## config.mk

```make
export PLATFORM = sky130hd
export DESIGN_NAME = imc_queue
export DESIGN_NICKNAME = d
export VERILOG_FILES = /design/src/design/imc_pkg.sv /design/src/design/imc_queue.sv
export SDC_FILE = /design/constraint.sdc
export NUM_CORES = 1
export LEC_CHECK = 0
export ABC_AREA = 1
export BUFFER_PORTS_ARGS = -buffer_cell sky130_fd_sc_hd__buf_2
export CAP_MARGIN = 20
export CORE_ASPECT_RATIO = 1.5
export CORE_MARGIN = 4
export CORE_UTILIZATION = 30
export CTS_BUF_LIST = sky130_fd_sc_hd__clkbuf_4 sky130_fd_sc_hd__clkbuf_8
export DETAILED_ROUTE_END_ITERATION = 12
export HOLD_SLACK_MARGIN = 0.05
export RECOVER_POWER = 25
export SYNTH_ARGS = -nofsm -noshare
export SYNTH_HDL_FRONTEND = slang
export SYNTH_SLANG_ARGS = --single-unit
```

## constraint.sdc

```tcl
create_clock -name clock -period 2.3 [get_ports clock]
set_input_delay 0.575 -clock clock [delete_from_list [all_inputs] [get_ports clock]]
set_output_delay 0.575 -clock clock [all_outputs]
set_load 0.01 [all_outputs]
```

## src/design/imc_pkg.sv

```systemverilog
// Shared types and constants of the IMU motion state classifier.
// No dependencies; imported by all modules of the block.
package imc_pkg;

   localparam int SAMPLE_W = 16;   // raw sensor sample
   localparam int SQ_W     = 31;   // square of one sample
   localparam int SUM_W    = 32;   // sum of three squares
   localparam int CSR_W    = 16;   // widest configuration register
   localparam int IDX_W    = 3;    // configuration register index

   // Motion state codes
   typedef enum logic [1:0] {
      ST_STATIONARY = 2'd0,
      ST_TILTED     = 2'd1,
      ST_ROTATING   = 2'd2,
      ST_MOVING     = 2'd3
   } motion_type;

   // Configuration register indexes
   localparam logic [IDX_W-1:0] REG_ONE_G_LEVEL       = 3'd0;
   localparam logic [IDX_W-1:0] REG_ACCEL_STILL_BAND  = 3'd1;
   localparam logic [IDX_W-1:0] REG_ACCEL_MOVE_BAND   = 3'd2;
   localparam logic [IDX_W-1:0] REG_GYRO_STILL_LIMIT  = 3'd3;
   localparam logic [IDX_W-1:0] REG_GYRO_ROTATE_LIMIT = 3'd4;
   localparam logic [IDX_W-1:0] REG_LEVEL_BAND        = 3'd5;
   localparam logic [IDX_W-1:0] REG_TILT_LIMIT        = 3'd6;

   // Reset values of the configuration registers
   localparam logic [14:0] RST_ONE_G_LEVEL       = 15'd16384;
   localparam logic [14:0] RST_ACCEL_STILL_BAND  = 15'd2006;
   localparam logic [14:0] RST_ACCEL_MOVE_BAND   = 15'd4180;
   localparam logic [15:0] RST_GYRO_STILL_LIMIT  = 16'd1965;
   localparam logic [15:0] RST_GYRO_ROTATE_LIMIT = 16'd3930;
   localparam logic [14:0] RST_LEVEL_BAND        = 15'd1638;
   localparam logic [14:0] RST_TILT_LIMIT        = 15'd3277;

   // Configuration as seen by the classifier
   typedef struct packed {
      logic [14:0] one_g_level;
      logic [14:0] accel_still_band;
      logic [14:0] accel_move_band;
      logic [15:0] gyro_still_limit;
      logic [15:0] gyro_rotate_limit;
      logic [14:0] level_band;
      logic [14:0] tilt_limit;
   } cfg_type;

endpackage

```

## src/design/imc_queue.sv

```systemverilog
// Short queue of classified states between the front and back ends.
// Depends on imc_pkg.
module imc_queue import imc_pkg::*; #(
   parameter int DEPTH = 4
) (
   input  logic       clock,
   input  logic       reset,
   input  logic       push_valid,
   input  motion_type push_state,
   output logic       push_ready,
   output logic       pop_valid,
   output motion_type pop_state,
   input  logic       pop
);

   localparam int PTR_W = (DEPTH > 1) ? $clog2(DEPTH) : 1;
   localparam int CNT_W = $clog2(DEPTH + 1);

   motion_type       slot_ff [DEPTH];
   logic [PTR_W-1:0] wr_ptr_ff, rd_ptr_ff, wr_ptr_in, rd_ptr_in;
   logic [CNT_W-1:0] count_ff, count_in;
   logic             do_push, do_pop;

   assign push_ready = (count_ff != CNT_W'(DEPTH));
   assign pop_valid  = (count_ff != '0);
   assign pop_state  = slot_ff[rd_ptr_ff];
   assign do_push    = push_valid && push_ready;
   assign do_pop     = pop && pop_valid;

   // Advance pointers with wrap and track the fill level
   always_comb begin
      wr_ptr_in = wr_ptr_ff;
      rd_ptr_in = rd_ptr_ff;
      count_in  = count_ff;
      if (do_push) begin
         wr_ptr_in = (wr_ptr_ff == PTR_W'(DEPTH - 1)) ? '0 : wr_ptr_ff + 1'b1;
      end
      if (do_pop) begin
         rd_ptr_in = (rd_ptr_ff == PTR_W'(DEPTH - 1)) ? '0 : rd_ptr_ff + 1'b1;
      end
      if (do_push && !do_pop) begin
         count_in = count_ff + 1'b1;
      end else if (do_pop && !do_push) begin
         count_in = count_ff - 1'b1;
      end
   end

   always_ff @(posedge clock) begin
      if (reset) begin
         wr_ptr_ff <= '0;
         rd_ptr_ff <= '0;
         count_ff  <= '0;
      end else begin
         wr_ptr_ff <= wr_ptr_in;
         rd_ptr_ff <= rd_ptr_in;
         count_ff  <= count_in;
      end
   end

   // Store the pushed state
   always_ff @(posedge clock) begin
      if (do_push) begin
         slot_ff[wr_ptr_ff] <= push_state;
      end
   end

endmodule

```

==> results.toml <==
[detailed_routing]
antenna_left = 0
drc = 0
vias = 566
viasPerCell = 4.07
first_pass_iters = 4
wirelength_microns = 1370
routedWlPerCell_microns = 9.86
drt_iter0_markers = 6

[pwr]
p_leak_nw = 0.425
power_density_mw_per_mm2 = 1160
peakVddDrop_v = 0.000526
p_total_w = 0.00112

[critical_path]
worst_setup_path_end_kind = "register"
crit_type = "register to register"
slowest_stage = "fa_1"
path_cells = "nor2_4 -> nand2_4 -> nand2_4 -> inv_1 -> ha_1 -> inv_1 -> fa_1 -> o21ai_0 -> nor2_1"
worstSetupStartpointType = "register"
critPathMaxStageDelay_ns = 0.41
cp_max_fo = 7
cp_data_required_time_ns = 2.45
cp.arrival_ns = 1.95

[die]
num_rows = 23
ioPinCount = 10
core_area_sq_mm = 0.00265
dieArea_sq_mm = 0.00367
initial_utilization = 0.311
dieHeight_microns = 72.2
fp.dieW_microns = 50.8

[logic_synthesis]
synth_compound_area_frac = 0.0698
synthSimpleGateAreaFrac = 0.232
synthAdderAreaFrac = 0.115
postSynthNetCount = 102
syn_inst = 89
ys_ff_latch = 17
synth_area_sq_um = 825
yosysSeqAreaShare = 0.510
yosysUniqueCellTypes = 18
synthXorXnorAreaFrac = 0
ys_warn_count = 0
avgSynthCellArea_sq_um = 9.26
synth_mux_area_frac = 0
synth_top_family_by_area = "simple AND/OR/NAND/NOR gates"

[sta]
grt_setup_unrepaired = "no"
hold_viol = 0
max_freq_mhz = 555
setup-tns-final_ns = 0
worstMarginPinSlew_ns = 0.224
fin_skew_ns = 0.00290
relSlewSlack = 0.851
slew_viol_final = 0
setup_violations = 0
period_minus_slack_ns = 1.80
period_share = 0.783

[clocking]
htreeDepth = 1
tritoncts = "yes"
cts.sinks = 17
cts_resized = 0
cts_buffers = 3
clk_pin_slew_ns = 0.07
root_buffer = "clkbuf_8"
clkLatencyLatePin_ns = 0.25
hold_buffers = 0
post_cts_buffers = 0
cts.path.max_buffers = 2

[run_status]
status = "finished clean"

[placement]
dpl.hpwl_microns = 1120
port_buffers = 9
place.gp.congestion = 0.783

[global_route]
antenna_found_initial = 0
grt_pass1_vias = 607
grt_pass1_wl_microns = 2430
grt-ovfl-total = 0
grtUsageTotal = 0.0883
grt_max_degree = 11

[job]
max-cap-violations = 0

[cells_and_area]
drive_gt1_frac = 0.186
antenna_cells = 0
syn_to_final_growth_pct = 16.4
nNetsFinal = 116

[min_path]
hold_class = "register to register"
[power breakdown]
group | switching, W | internal, W
Combinational | 0.000260 | 0.000177
Clock | 0.0000999 | 0.000120
Sequential | 0.0000682 | 0.000391
Total | 0.000428 | 0.000688
[Yosys cell counts]
| master | n | area (sq um) |
|---|---|---|
| nor2_2 | 2 | 12.5 |
| ha_1 | 6 | 75.1 |
| nand2_2 | 1 | 6.26 |
| o22ai_1 | 2 | 12.5 |
| fa_1 | 1 | 20.0 |
| nand3_1 | 1 | 5.00 |
| inv_2 | 1 | 3.75 |
| nand2_4 | 3 | 33.8 |
| a21oi_1 | 3 | 15.0 |
| dfxtp_1 | 9 | 180 |
| nor2_1 | 17 | 63.8 |
| nand4_1 | 1 | 6.26 |
| o21ai_0 | 6 | 30.0 |
| inv_1 | 15 | 56.3 |
| edfxtp_1 | 8 | 240 |
| nor2_4 | 1 | 11.3 |
| nand3b_1 | 2 | 15.0 |
| nand2_1 | 10 | 37.5 |
[path summary, 6_finish.rpt]
kind / from / to / slack, ns / depth (start not counted)
worst max-delay path: count_ff[0]$_SDFFE_PP0P_ / count_ff[1]$_SDFFE_PP0P_ / 0.50 / 9
worst min-delay path: rd_ptr_ff[1]$_SDFFE_PP0P_ / rd_ptr_ff[1]$_SDFFE_PP0P_ / 0.54 / 2
worst max register to register: count_ff[0]$_SDFFE_PP0P_ / count_ff[1]$_SDFFE_PP0P_ / 0.50 / 9
worst min register to register: rd_ptr_ff[1]$_SDFFE_PP0P_ / rd_ptr_ff[1]$_SDFFE_PP0P_ / 0.54 / 2
[critical path: cells and delay by family, from the launching register on]
kind            cells  cell delay, ns
compound gates      1            0.15
buf+inv             2            0.14
fa+ha+maj           2            0.61
flops               1            0.37
simple gates        4            0.40
[cell usage in the layout (no fill, tap or decap), drive strengths merged]
cell type,instances
nand2,14
o21ai,6
o22ai,2
dfxtp,9
nand3,1
buf,7
fa,1
clkbuf,5
nand4,1
nand3b,2
clkinv,1
inv,16
nor2,20
ha,6
a21oi,3
edfxtp,8
[routing by layer]
layer | track usage | wire [microns] | vias to the layer above
met1 | 0.0844 | 549 | 247
met4 | 0.0629 | 29 | 0
met5 | 0 | 0 | -
li1 | - | - | 306
met2 | 0.172 | 743 | 11
met3 | 0.00616 | 48 | 2
[kinds of logic (layout without fill, tap and decap cells)]
family	count (synthesis)	count (layout)
flip-flops	17	17
AND/OR/NAND/NOR	38	38
adder cells (fa/ha/maj)	7	7
buffers and inverters	16	29
AO/OA/AOI/OAI	11	11
[layout make-up]
class / instances / area (sq um)
fillers: 293 / 1690
flip-flops and latches: 17 / 420
multi-input cells: 56 / 344
inverters: 16 / 60.1
well taps: 37 / 46.3
repair buffers: 9 / 42.5
clock buffers: 3 / 41.3
clock inverters: 1 / 5.00
[metrics by stage]
step                      instance area [sq um]   util  hold slack, ns  worst slack [ns]  std cells
final                                       960  0.362           0.543             0.499        139
after global routing                        960  0.362           0.575             0.325        139
after CTS                                   962  0.363           0.547             0.473        139
after detailed placement                    916  0.346           0.534             0.404        135
after global placement                      916  0.346           0.513             0.441        135
after floorplan                             825      -           0.483             0.613         89
No activity file was read; power rests on OpenSTA's default activity.
