==> config.mk <==
export PLATFORM = sky130hd
export DESIGN_NAME = imc_back
export DESIGN_NICKNAME = d
export VERILOG_FILES = /design/src/design/imc_pkg.sv /design/src/design/imc_back.sv
export SDC_FILE = /design/constraint.sdc
export NUM_CORES = 1
export LEC_CHECK = 0
export BUFFER_PORTS_ARGS = -buffer_cell sky130_fd_sc_hd__buf_2
export CAP_MARGIN = 20
export CORE_AREA = 2 2 39 41
export CTS_CLUSTER_DIAMETER = 100
export CTS_CLUSTER_SIZE = 10
export DETAILED_ROUTE_END_ITERATION = 8
export DIE_AREA = 0 0 41 43
export REMOVE_ABC_BUFFERS = 1
export SLEW_MARGIN = 5
export SYNTH_ARGS = -nofsm -noshare
export SYNTH_HDL_FRONTEND = slang
export SYNTH_SLANG_ARGS = --single-unit
==> constraint.sdc <==
create_clock -name clock -period 1.3 [get_ports clock]
set_input_delay 0.065 -clock clock [delete_from_list [all_inputs] [get_ports clock]]
set_output_delay 0.065 -clock clock [all_outputs]
set_load 0.01 [all_outputs]
==> src/design/imc_pkg.sv <==
// Shared types and constants of the IMU motion state classifier.
// No dependencies; imported by all modules of the block.
package imc_pkg;

   localparam int SAMPLE_W = 16;   // raw sensor sample
   localparam int SQ_W     = 31;   // square of one sample
   localparam int SUM_W    = 32;   // sum of three squares
   localparam int CSR_W    = 16;   // widest configuration register
   localparam int IDX_W    = 3;    // configuration register index

   // Motion state codes
   typedef enum logic [1:0] {
      ST_STATIONARY = 2'd0,
      ST_TILTED     = 2'd1,
      ST_ROTATING   = 2'd2,
      ST_MOVING     = 2'd3
   } motion_type;

   // Configuration register indexes
   localparam logic [IDX_W-1:0] REG_ONE_G_LEVEL       = 3'd0;
   localparam logic [IDX_W-1:0] REG_ACCEL_STILL_BAND  = 3'd1;
   localparam logic [IDX_W-1:0] REG_ACCEL_MOVE_BAND   = 3'd2;
   localparam logic [IDX_W-1:0] REG_GYRO_STILL_LIMIT  = 3'd3;
   localparam logic [IDX_W-1:0] REG_GYRO_ROTATE_LIMIT = 3'd4;
   localparam logic [IDX_W-1:0] REG_LEVEL_BAND        = 3'd5;
   localparam logic [IDX_W-1:0] REG_TILT_LIMIT        = 3'd6;

   // Reset values of the configuration registers
   localparam logic [14:0] RST_ONE_G_LEVEL       = 15'd16384;
   localparam logic [14:0] RST_ACCEL_STILL_BAND  = 15'd2006;
   localparam logic [14:0] RST_ACCEL_MOVE_BAND   = 15'd4180;
   localparam logic [15:0] RST_GYRO_STILL_LIMIT  = 16'd1965;
   localparam logic [15:0] RST_GYRO_ROTATE_LIMIT = 16'd3930;
   localparam logic [14:0] RST_LEVEL_BAND        = 15'd1638;
   localparam logic [14:0] RST_TILT_LIMIT        = 15'd3277;

   // Configuration as seen by the classifier
   typedef struct packed {
      logic [14:0] one_g_level;
      logic [14:0] accel_still_band;
      logic [14:0] accel_move_band;
      logic [15:0] gyro_still_limit;
      logic [15:0] gyro_rotate_limit;
      logic [14:0] level_band;
      logic [14:0] tilt_limit;
   } cfg_type;

endpackage

==> src/design/imc_back.sv <==
// Back end: drops unchanged states and holds the response with its LED colour.
// Depends on imc_pkg; drains imc_queue.
module imc_back import imc_pkg::*; (
   input  logic       clock,
   input  logic       reset,
   input  logic       pop_valid,
   input  motion_type pop_state,
   output logic       pop,
   output logic       rsp_valid,
   input  logic       rsp_ready,
   output logic [1:0] rsp_motion_state,
   output logic       rsp_led_red,
   output logic       rsp_led_green,
   output logic       rsp_led_blue
);

   motion_type last_state_ff;
   logic       rsp_valid_ff, rsp_valid_in;
   motion_type rsp_state_ff;
   logic       changed, out_free, load;

   // Pop when the state is unchanged (drop) or the output slot is free
   assign changed  = (pop_state != last_state_ff);
   assign out_free = !rsp_valid_ff || rsp_ready;
   assign pop      = pop_valid && (!changed || out_free);
   assign load     = pop && changed;

   always_comb begin
      rsp_valid_in = rsp_valid_ff;
      if (load) begin
         rsp_valid_in = 1'b1;
      end else if (rsp_ready) begin
         rsp_valid_in = 1'b0;
      end
   end

   always_ff @(posedge clock) begin
      if (reset) begin
         rsp_valid_ff  <= 1'b0;
         last_state_ff <= ST_STATIONARY;
      end else begin
         rsp_valid_ff <= rsp_valid_in;
         if (load) begin
            last_state_ff <= pop_state;
         end
      end
   end

   // Hold the response payload
   always_ff @(posedge clock) begin
      if (load) begin
         rsp_state_ff <= pop_state;
      end
   end

   assign rsp_valid        = rsp_valid_ff;
   assign rsp_motion_state = rsp_state_ff;
   assign rsp_led_red      = (rsp_state_ff == ST_TILTED);
   assign rsp_led_green    = (rsp_state_ff == ST_MOVING);
   assign rsp_led_blue     = (rsp_state_ff == ST_ROTATING);

endmodule

==> results of run 1 <==
==> cell usage in the layout (no fill, tap or decap) <==
cell type and count:
buf_2 12, and2_1 1, o21ai_0 3, nor2_1 1, nand2b_1 1, edfxtp_1 2
nand3_1 2, nor2b_1 2, nor3_2 1, clkbuf_1 1, xor2_1 2, clkbuf_4 3
a21oi_1 3, and2b_1 1, dfxtp_1 3, inv_1 1, o21a_1 1
==> logic make-up after synthesis <==
kind of cell	Yosys count	share of synthesized area, %
DFF	5	51.07
and+or+nand+nor	9	23.94
xor gates and xnor gates	2	7.448
buffers and inverters	1	1.594
AOI/OAI and AO/OA	7	15.95
==> area by class of cell <==
cell class | instances | share of cell area, %
Clock buffer | 4 | 7.692
Inverter | 1 | 1.099
Multi-Input combinational cell | 18 | 32.60
Sequential cell | 5 | 35.16
Tap cell | 16 | 5.861
Timing Repair Buffer | 12 | 17.58
==> state kept, by name (all words and copies together), names as in the netlist <==
signal / count
last_state_ff: 2
rsp_motion_state: 2
rsp_valid: 1
==> metrics by stage <==
step / instance area, um2 / utilization (%) / total power [mW]
2_1_floorplan: 235.2 / - / 0.2231
3_5_place_dp: 315.3 / 22.78 / 0.2538
4_1_cts: 341.6 / 24.68 / 0.4395
5_1_grt: 341.6 / 24.68 / 0.4616
6_report: 341.6 / 24.68 / 0.4304
3_3_place_gp: 315.3 / 22.78 / 0.2530
==> power breakdown <==
group	internal (mW)	switching, mW	total (mW)
sequential	0.176	0.00701	0.183
combinational	0.0312	0.0368	0.0680
clock	0.116	0.0632	0.179
total	0.323	0.107	0.430
==> layer usage <==
layer | vias up | wire length [um]
met5 | - | 0
met4 | 0 | 15
met3 | 2 | 74
met2 | 13 | 207
met1 | 94 | 203
li1 | 116 | -
==> path summary, 6_finish.rpt <==
check | startpoint | endpoint | slack (ns)
max | last_state_ff[0] | pop | 0.07
min | reset | last_state_ff[0] | 0.01
max reg2reg | last_state_ff[0] | rsp_motion_state[1] | 0.19
min reg2reg | last_state_ff[1] | last_state_ff[1] | 0.48
==> metrics.md, run 1 <==
| Metric | Value |
|---|---|
| Status | finished clean |
| Dpl cells | 52 |
| Grt peak-use layer | met2 |
| # nets final | 47 |
| Worst clock skew | 0.001859 ns |
| Min-Delay Path Class | input pin to flop |
| Post-CTS Setup Inserts | 0 |
| Fraction of met2 tracks used by global routing | 8.438% |
| Period utilisation layout | 94.61% |
| Clock sink count | 5 |
| Total global-route track usage | 6.949% |
| GRT met3 Usage | 5.236% |
| Initial Util | 17.00% |
| CTS H-Tree Depth | 1 |
| Initial antenna violation count | 0 |
| Largest net degree at the start of global routing | 6 |
| Layout cells sized above 1 | 40.00% |
| Leak | 0.1573 nW |
| DR pass1 iterations | 2 |
| Routed WL per cell | 8.929 um |
| Most common library cells after synthesis | a21oi_1 (3), dfxtp_1 (3), o21ai_0 (3) |
| Yosys reg bits | 5 |
| Port-buffer cells | 12 |
| Post-route DRC | 0 |
| Max cap viols | 0 |
| Max VDD drop | 0.0003778 V |
| Num CTS Buffers | 3 |
| CTS-repair resized insts | 0 |
| Fmax | 0.8131 GHz |
| Initial DRC Count | 1 |
| Yosys cell types | 14 |
| Max-slew headroom | 87.51% |
| GPL Wtd Cong | 0.8150 |
| Ports | 13 |
| Synth Flop Type | dfxtp_1 |
| Hold_ws | 0.01132 ns |
| Area Growth Syn to Fin | 45.21% |
| Worst Tran Pin Value | 0.1864 ns |
| Top cells by area, synth | dfxtp_1 (26%), edfxtp_1 (26%), xor2_1 (7.4%) |
| Crit path buffers/inverters | 1 |
| Synthesized area per cell | 9.801 um2 |
| Via count | 225 |
| Asr flop ratio synth | 0% |
| CTS clk-pin slew, worst paths | 0.04 ns |
| Required @ worst endpoint | 1.24 ns |
| Cts hold-fix bufs | 0 |
| Arr. time, crit path | 1.16 ns |
| CP Max Fanout | 2 |
| Fill cells | 159 |
| Largest stage delay, worst path | 0.33 ns |
| CP endpoint kind | output pin |
| Critical path startpoint category | flop |
| PwrDens | 1260 mW/mm2 |
| Yosys warning count | 0 |
| Final WL | 500 um |
| Max clock buf depth | 2 |
| CTS root buffer | clkbuf_4 |
| Critical Path, Cell by Cell | xor2_1, nor2_1, o21a_1, buf_2 |
| Final non-filler cell total | 56 |
| GRT Residual Overflow | 0 |
| Endpoints failing setup | 0 |
| Final Max Slew Viols | 0 |
| Multi-input combinational cell area | 111.4 um2 |
| Synthesized area | 235.2 um2 |
| Routed vias/inst | 4.018 |
| Met1 Track Usage GR | 6.494% |
| Crit Path Category | flop to output pin |
| Core footprint | 0.001384 mm2 |
| RSZ-0062 raised after global routing | no |
| Final WS setup | 0.07008 ns |
| Die footprint | 0.001763 mm2 |
| Cells after synthesis | 24 |
| Clk_lat worst skew | 0.24 ns |
| Number of synthesized flops with an enable pin | 2 |
| Setup TNS Final | 0 ns |
| Register area | 120.1 um2 |
| Tmin final | 1.230 ns |
| Chip width | 41 um |
| First-pass GRT wire length | 731 um |
| Vias in the first global route | 178 |
| # rows | 14 |
| Yosys top cell area share | 25.53% |
| Final Hold Viols | 0 |
| R2r worst-path depth | 3 |
| Die Span Y | 43 um |
| Placement Setup Slack | 0.2043 ns |
| Critical path's slowest cell | dfxtp_1 |
| CP Depth | 4 |
| Delay-heaviest family, CP | flip-flops |
| CTS tree | built |
| Ant. Diodes | 0 |
| Post-route ant nets | 0 |
| Synth area leader | dfxtp_1 |
| Seq/Total Area, Yosys | 51.06% |
| Hold path depth | 2 |
(Power assumes the default switching activity.)
==> run 2: changes to the inputs <==
==> constraint.sdc (replaced) <==
create_clock -name clock -period 1 [get_ports clock]
set_input_delay 0.05 -clock clock [delete_from_list [all_inputs] [get_ports clock]]
set_output_delay 0.05 -clock clock [all_outputs]
set_load 0.01 [all_outputs]
==> metrics.md, run 2 (synthesis gave the netlist of run 1 again) <==
| Metric | Value |
|---|---|
| Status | finished with violations |
| Failing checks | negative setup slack |
| Largest net degree at the start of global routing | 6 |
| Met1 Track Usage GR | 5.195% |
| Die footprint | 0.001763 mm2 |
| Register area | 122.6 um2 |
| CTS clk-pin slew, worst paths | 0.04 ns |
| CTS root buffer | clkbuf_4 |
| Clock sink count | 5 |
| Final WL | 545 um |
| Max-slew headroom | 87.91% |
| Commonest non-fill, non-tap cells in the layout | buf_2 (12), o21ai_0 (3), a21oi_1 (3), clkbuf_4 (3) |
| R2r worst-path depth | 4 |
| Layout cells sized above 1 | 46.51% |
| Crit path buffers/inverters | 2 |
| Core footprint | 0.001384 mm2 |
| R2R Path End | rsp_motion_state[1] |
| Cell Area, Placed | 322.8 um2 |
| Total design power | 580.4 uW |
| # nets final | 50 |
| CP Depth | 5 |
| Crit Path Category | flop to output pin |
| Leak | 0.1743 nW |
| CP Launch Point | last_state_ff[0] |
| Clock power frac | 39.8% |
| Cell Int Power | 435.9 uW |
| Via count | 241 |
| Critical Path, Cell by Cell | xor2_1, nor2_1, buf_4, o21a_1, buf_2 |
| DR pass1 iterations | 4 |
| # rows | 14 |
| Tmin final | 1.284 ns |
| Post-route DRC | 0 |
| Hold path depth | 1 |
| Fmax | 0.7789 GHz |
| Chip width | 41 um |
| Final Hold Viols | 0 |
| Max clock buf depth | 2 |
| CTS tree | built |
| CP endpoint kind | output pin |
| PwrDens | 1546 mW/mm2 |
| GRT Residual Overflow | 0 |
| Die Span Y | 43 um |
| GRT met3 Usage | 10.47% |
| Fraction of met2 tracks used by global routing | 11.56% |
| Final non-filler cell total | 59 |
| Arr. time, crit path | 1.23 ns |
| Delay-heaviest family, CP | flip-flops |
| Critical path's slowest cell | dfxtp_2 |
| Commonest non-fill, non-tap cell in the layout | buf_2 |
| Required @ worst endpoint | 0.95 ns |
| Clk_lat worst skew | 0.24 ns |
| Multi-input combinational cell area | 117.6 um2 |
| Worst Tran Pin Value | 0.1795 ns |
| Final WS setup | -0.2838 ns |
| Routed WL per cell | 9.237 um |
| Fill cells | 155 |
| Period utilisation layout | 128.4% |
| Critical path endpoint | pop |
| Critical R2R Launch | last_state_ff[0] |
| Max cap viols | 0 |
| Max VDD drop | 0.0007877 V |
| Grt peak-use layer | met2 |
| Ant. Diodes | 0 |
| Detailed placement HPWL | 406.7 um |
| Min-Delay Path Class | input pin to flop |
| RSZ-0062 raised after global routing | yes |
| First-pass GRT wire length | 855 um |
| Area Growth Syn to Fin | 59.57% |
| Initial DRC Count | 2 |
| Setup TNS Final | -0.6262 ns |
| CTS H-Tree Depth | 1 |
| Finished Cell Area | 375.4 um2 |
| Ports | 13 |
| Worst clock skew | 0.001259 ns |
| Sequential power share | 41.2% |
| Largest stage delay, worst path | 0.32 ns |
| Total global-route track usage | 8.359% |
| Vias in the first global route | 227 |
| GPL Wtd Cong | 0.8022 |
| Endpoints failing setup | 3 |
| Num CTS Buffers | 3 |
| CP Max Fanout | 2 |
| Initial Util | 17.00% |
| Initial antenna violation count | 0 |
| Post-route ant nets | 0 |
| Port-buffer cells | 12 |
| Dpl cells | 53 |
| Critical path startpoint category | flop |
| R2R Setup Slk | -0.17 ns |
| Final Max Slew Viols | 0 |
| Switching power total | 144.4 uW |
| Sw frac | 24.89% |
| Combinational Power Share | 19.0% |
| Routed vias/inst | 4.085 |
## run 2: through the flow
step	worst slack (ns)	hold WS [ns]	util, %
floorplan	-0.04610	0.1191	-
global placement	-0.09264	0.2462	23.33
detailed placement	-0.1195	0.2528	23.33
CTS	-0.2804	0.02469	27.12
global route	-0.3411	0.01069	27.12
finish	-0.2838	0.03348	27.12
## run 2: area by class of cell
class,count,share of cell area (%)
multi-input cells,18,31.33
inverters,1,1.000
well taps,16,5.333
flip-flops and latches,5,32.67
clock buffers,4,7.000
repair buffers,15,22.67
## run 2: routing by layer
layer | wire (um) | share of wire (%)
met1 | 175 | 32
met2 | 261 | 48
met3 | 94 | 17
met4 | 13 | 2.4
met5 | 0 | 0
## run 2: worst min path at each step
stage,from,end,slack [ns]
after floorplan,reset,last_state_ff[0],0.12
after global placement,reset,last_state_ff[1],0.25
after detailed placement,reset,last_state_ff[0],0.25
after CTS,pop_state[0],rsp_motion_state[0],0.02
after global routing,pop_state[1],rsp_motion_state[1],0.01
final,pop_state[0],rsp_motion_state[0],0.03
## run 2: what timing repair did
item / in CTS / in global routing
pin swaps: 5 / 1
buffers inserted: 1 / 0
hold endpoints to repair: 3 / 0
hold buffers: 1 / 0
gates resized for setup: 3 / 0
cloned: 0 / 0
endpoints found under the setup margin: 4 / 6
## run 2: power by group through the flow
stage	clock, mW	sequential [mW]	combinational (mW)
2_1_floorplan	0	0.245	0.0450
3_3_place_gp	0	0.241	0.0940
3_5_place_dp	0	0.242	0.0944
4_1_cts	0.242	0.239	0.109
5_1_grt	0.272	0.240	0.121
6_report	0.231	0.239	0.110
==> run 3: changes to the inputs <==
==> constraint.sdc (replaced) <==
create_clock -name clock -period 1.16 [get_ports clock]
set_input_delay 0.058 -clock clock [delete_from_list [all_inputs] [get_ports clock]]
set_output_delay 0.058 -clock clock [all_outputs]
set_load 0.01 [all_outputs]
==> metrics.md, run 3 (synthesis gave the netlist of run 1 again) <==
| Metric | Value |
|---|---|
| Total design power | 493.0 uW |
| Arr. time, crit path | 1.11 ns |
| Initial DRC Count | 3 |
| Die footprint | 0.001763 mm2 |
| Placement Setup Slack | 0.06434 ns |
| Critical path's slowest cell | dfxtp_2 |
| Fraction of met2 tracks used by global routing | 8.438% |
| Max cap viols | 0 |
| Worst Tran Pin Value | 0.1844 ns |
| Hold_ws | 0.06012 ns |
| Met1 Track Usage GR | 6.494% |
| Port-buffer cells | 12 |
| Via count | 224 |
| Fill cells | 158 |
| Chip width | 41 um |
| Num CTS Buffers | 3 |
| Tmin final | 1.167 ns |
| Leak | 0.1633 nW |
| Clk_lat worst skew | 0.24 ns |
| CTS root buffer | clkbuf_4 |
| Clock power frac | 40.7% |
| Initial Util | 17.00% |
| Max VDD drop | 0.0004234 V |
| Critical Path, Cell by Cell | xor2_2, nor2_2, o21a_1, buf_2 |
| Final WS setup | -0.006957 ns |
| Post-CTS Setup Inserts | 0 |
| Commonest non-fill, non-tap cell in the layout | buf_2 |
| Grt peak-use layer | met2 |
| Setup TNS Final | -0.006957 ns |
| Max clock buf depth | 2 |
| Area Growth Syn to Fin | 57.98% |
| Layout cells sized above 1 | 51.22% |
| Min-Delay Path Class | input pin to flop |
| Required @ worst endpoint | 1.10 ns |
| GRT met3 Usage | 5.236% |
| Ant. Diodes | 0 |
| Fmax | 0.8569 GHz |
| Post-route DRC | 0 |
| Die Span Y | 43 um |
| Initial antenna violation count | 0 |
| CP Max Fanout | 2 |
| CTS H-Tree Depth | 1 |
| Commonest non-fill, non-tap cells in the layout | buf_2 (12), o21ai_0 (3), a21oi_1 (3), clkbuf_4 (3) |
| Sw frac | 25.26% |
| Cell Int Power | 368.5 uW |
| DR pass1 iterations | 2 |
| Crit path buffers/inverters | 1 |
| Sequential power share | 42.1% |
| Cell Area, Placed | 315.3 um2 |
| Total global-route track usage | 6.949% |
| Largest net degree at the start of global routing | 6 |
| Delay-heaviest family, CP | flip-flops |
| Crit Path Category | flop to output pin |
| Critical path startpoint category | flop |
| First-pass GRT wire length | 731 um |
| Ports | 13 |
| Post-route ant nets | 0 |
| GRT Residual Overflow | 0 |
| Routed vias/inst | 3.930 |
| CP endpoint kind | output pin |
| Largest stage delay, worst path | 0.33 ns |
| # rows | 14 |
| GPL Wtd Cong | 0.8150 |
| Worst clock skew | 0.001692 ns |
| Period utilisation layout | 100.6% |
| RSZ-0062 raised after global routing | yes |
| Switching power total | 124.5 uW |
| Final WL | 523 um |
| Status | finished with violations |
| Max-slew headroom | 87.64% |
| Final Hold Viols | 0 |
| # nets final | 48 |
| Routed WL per cell | 9.175 um |
| CTS tree | built |
| Endpoints failing setup | 1 |
| PwrDens | 1327 mW/mm2 |
| Vias in the first global route | 178 |
| Failing checks | negative setup slack |
| Clock sink count | 5 |
| Core footprint | 0.001384 mm2 |
| CTS clk-pin slew, worst paths | 0.04 ns |
| Combinational Power Share | 17.1% |
| Final Max Slew Viols | 0 |
| Finished Cell Area | 371.6 um2 |
==> run 3: changes by cell type in the layout (fill, tap and decap cells not counted), sizes merged <==
cell / previous run / this run
buf: 14 / 12
==> run 3: through the flow <==
stage | std cells | util (%)
3_3_place_gp | 52 | 22.78
6_report | 57 | 26.85
5_1_grt | 57 | 26.85
3_5_place_dp | 52 | 22.78
4_1_cts | 57 | 25.59
2_1_floorplan | 24 | -
==> run 3: power by group through the flow <==
stage                     Clock, mW  Sequential (mW)  Combinational (mW)
after global routing          0.226            0.209              0.0941
after floorplan                   0            0.211              0.0388
after global placement            0            0.207              0.0760
after CTS                     0.210            0.206              0.0794
final                         0.201            0.208              0.0844
after detailed placement          0            0.208              0.0761
==> run 3: cell type report <==
cell class	instances	area, um2	share of cell area [%]
Clock buffer	4	26.28	7.071
Tap cell	16	20.02	5.387
Inverter	1	3.754	1.010
Timing Repair Buffer	13	70.07	18.86
Sequential cell	5	122.6	33.00
Multi-Input combinational cell	18	128.9	34.68
==> run 3: worst paths after layout <==
path | cells after the start | startpoint | slack (ns) | end
min | 1 | pop_state[0] | 0.06 | rsp_motion_state[0]
min reg2reg | 2 | last_state_ff[1] | 0.49 | last_state_ff[1]
max | 4 | last_state_ff[0] | -0.007 | pop
max reg2reg | 3 | last_state_ff[0] | 0.09 | rsp_motion_state[1]
==> run 3: metal layers <==
layer / wire [um] / part of all wire (%) / vias to the layer above
li1: - / - / 116
met1: 209 / 40 / 93
met2: 224 / 43 / 13
met3: 74 / 14 / 2
met4: 15 / 2.9 / 0
met5: 0 / 0 / -
==> run 3: repair_timing <==
action | 4_1_cts | 5_1_grt
hold endpoints to repair | 2 | 0
resized for setup | 2 | 3
pin swaps | 2 | 1
endpoints found under the setup margin | 1 | 1
hold buffers | 1 | 0
gates cloned | 0 | 0
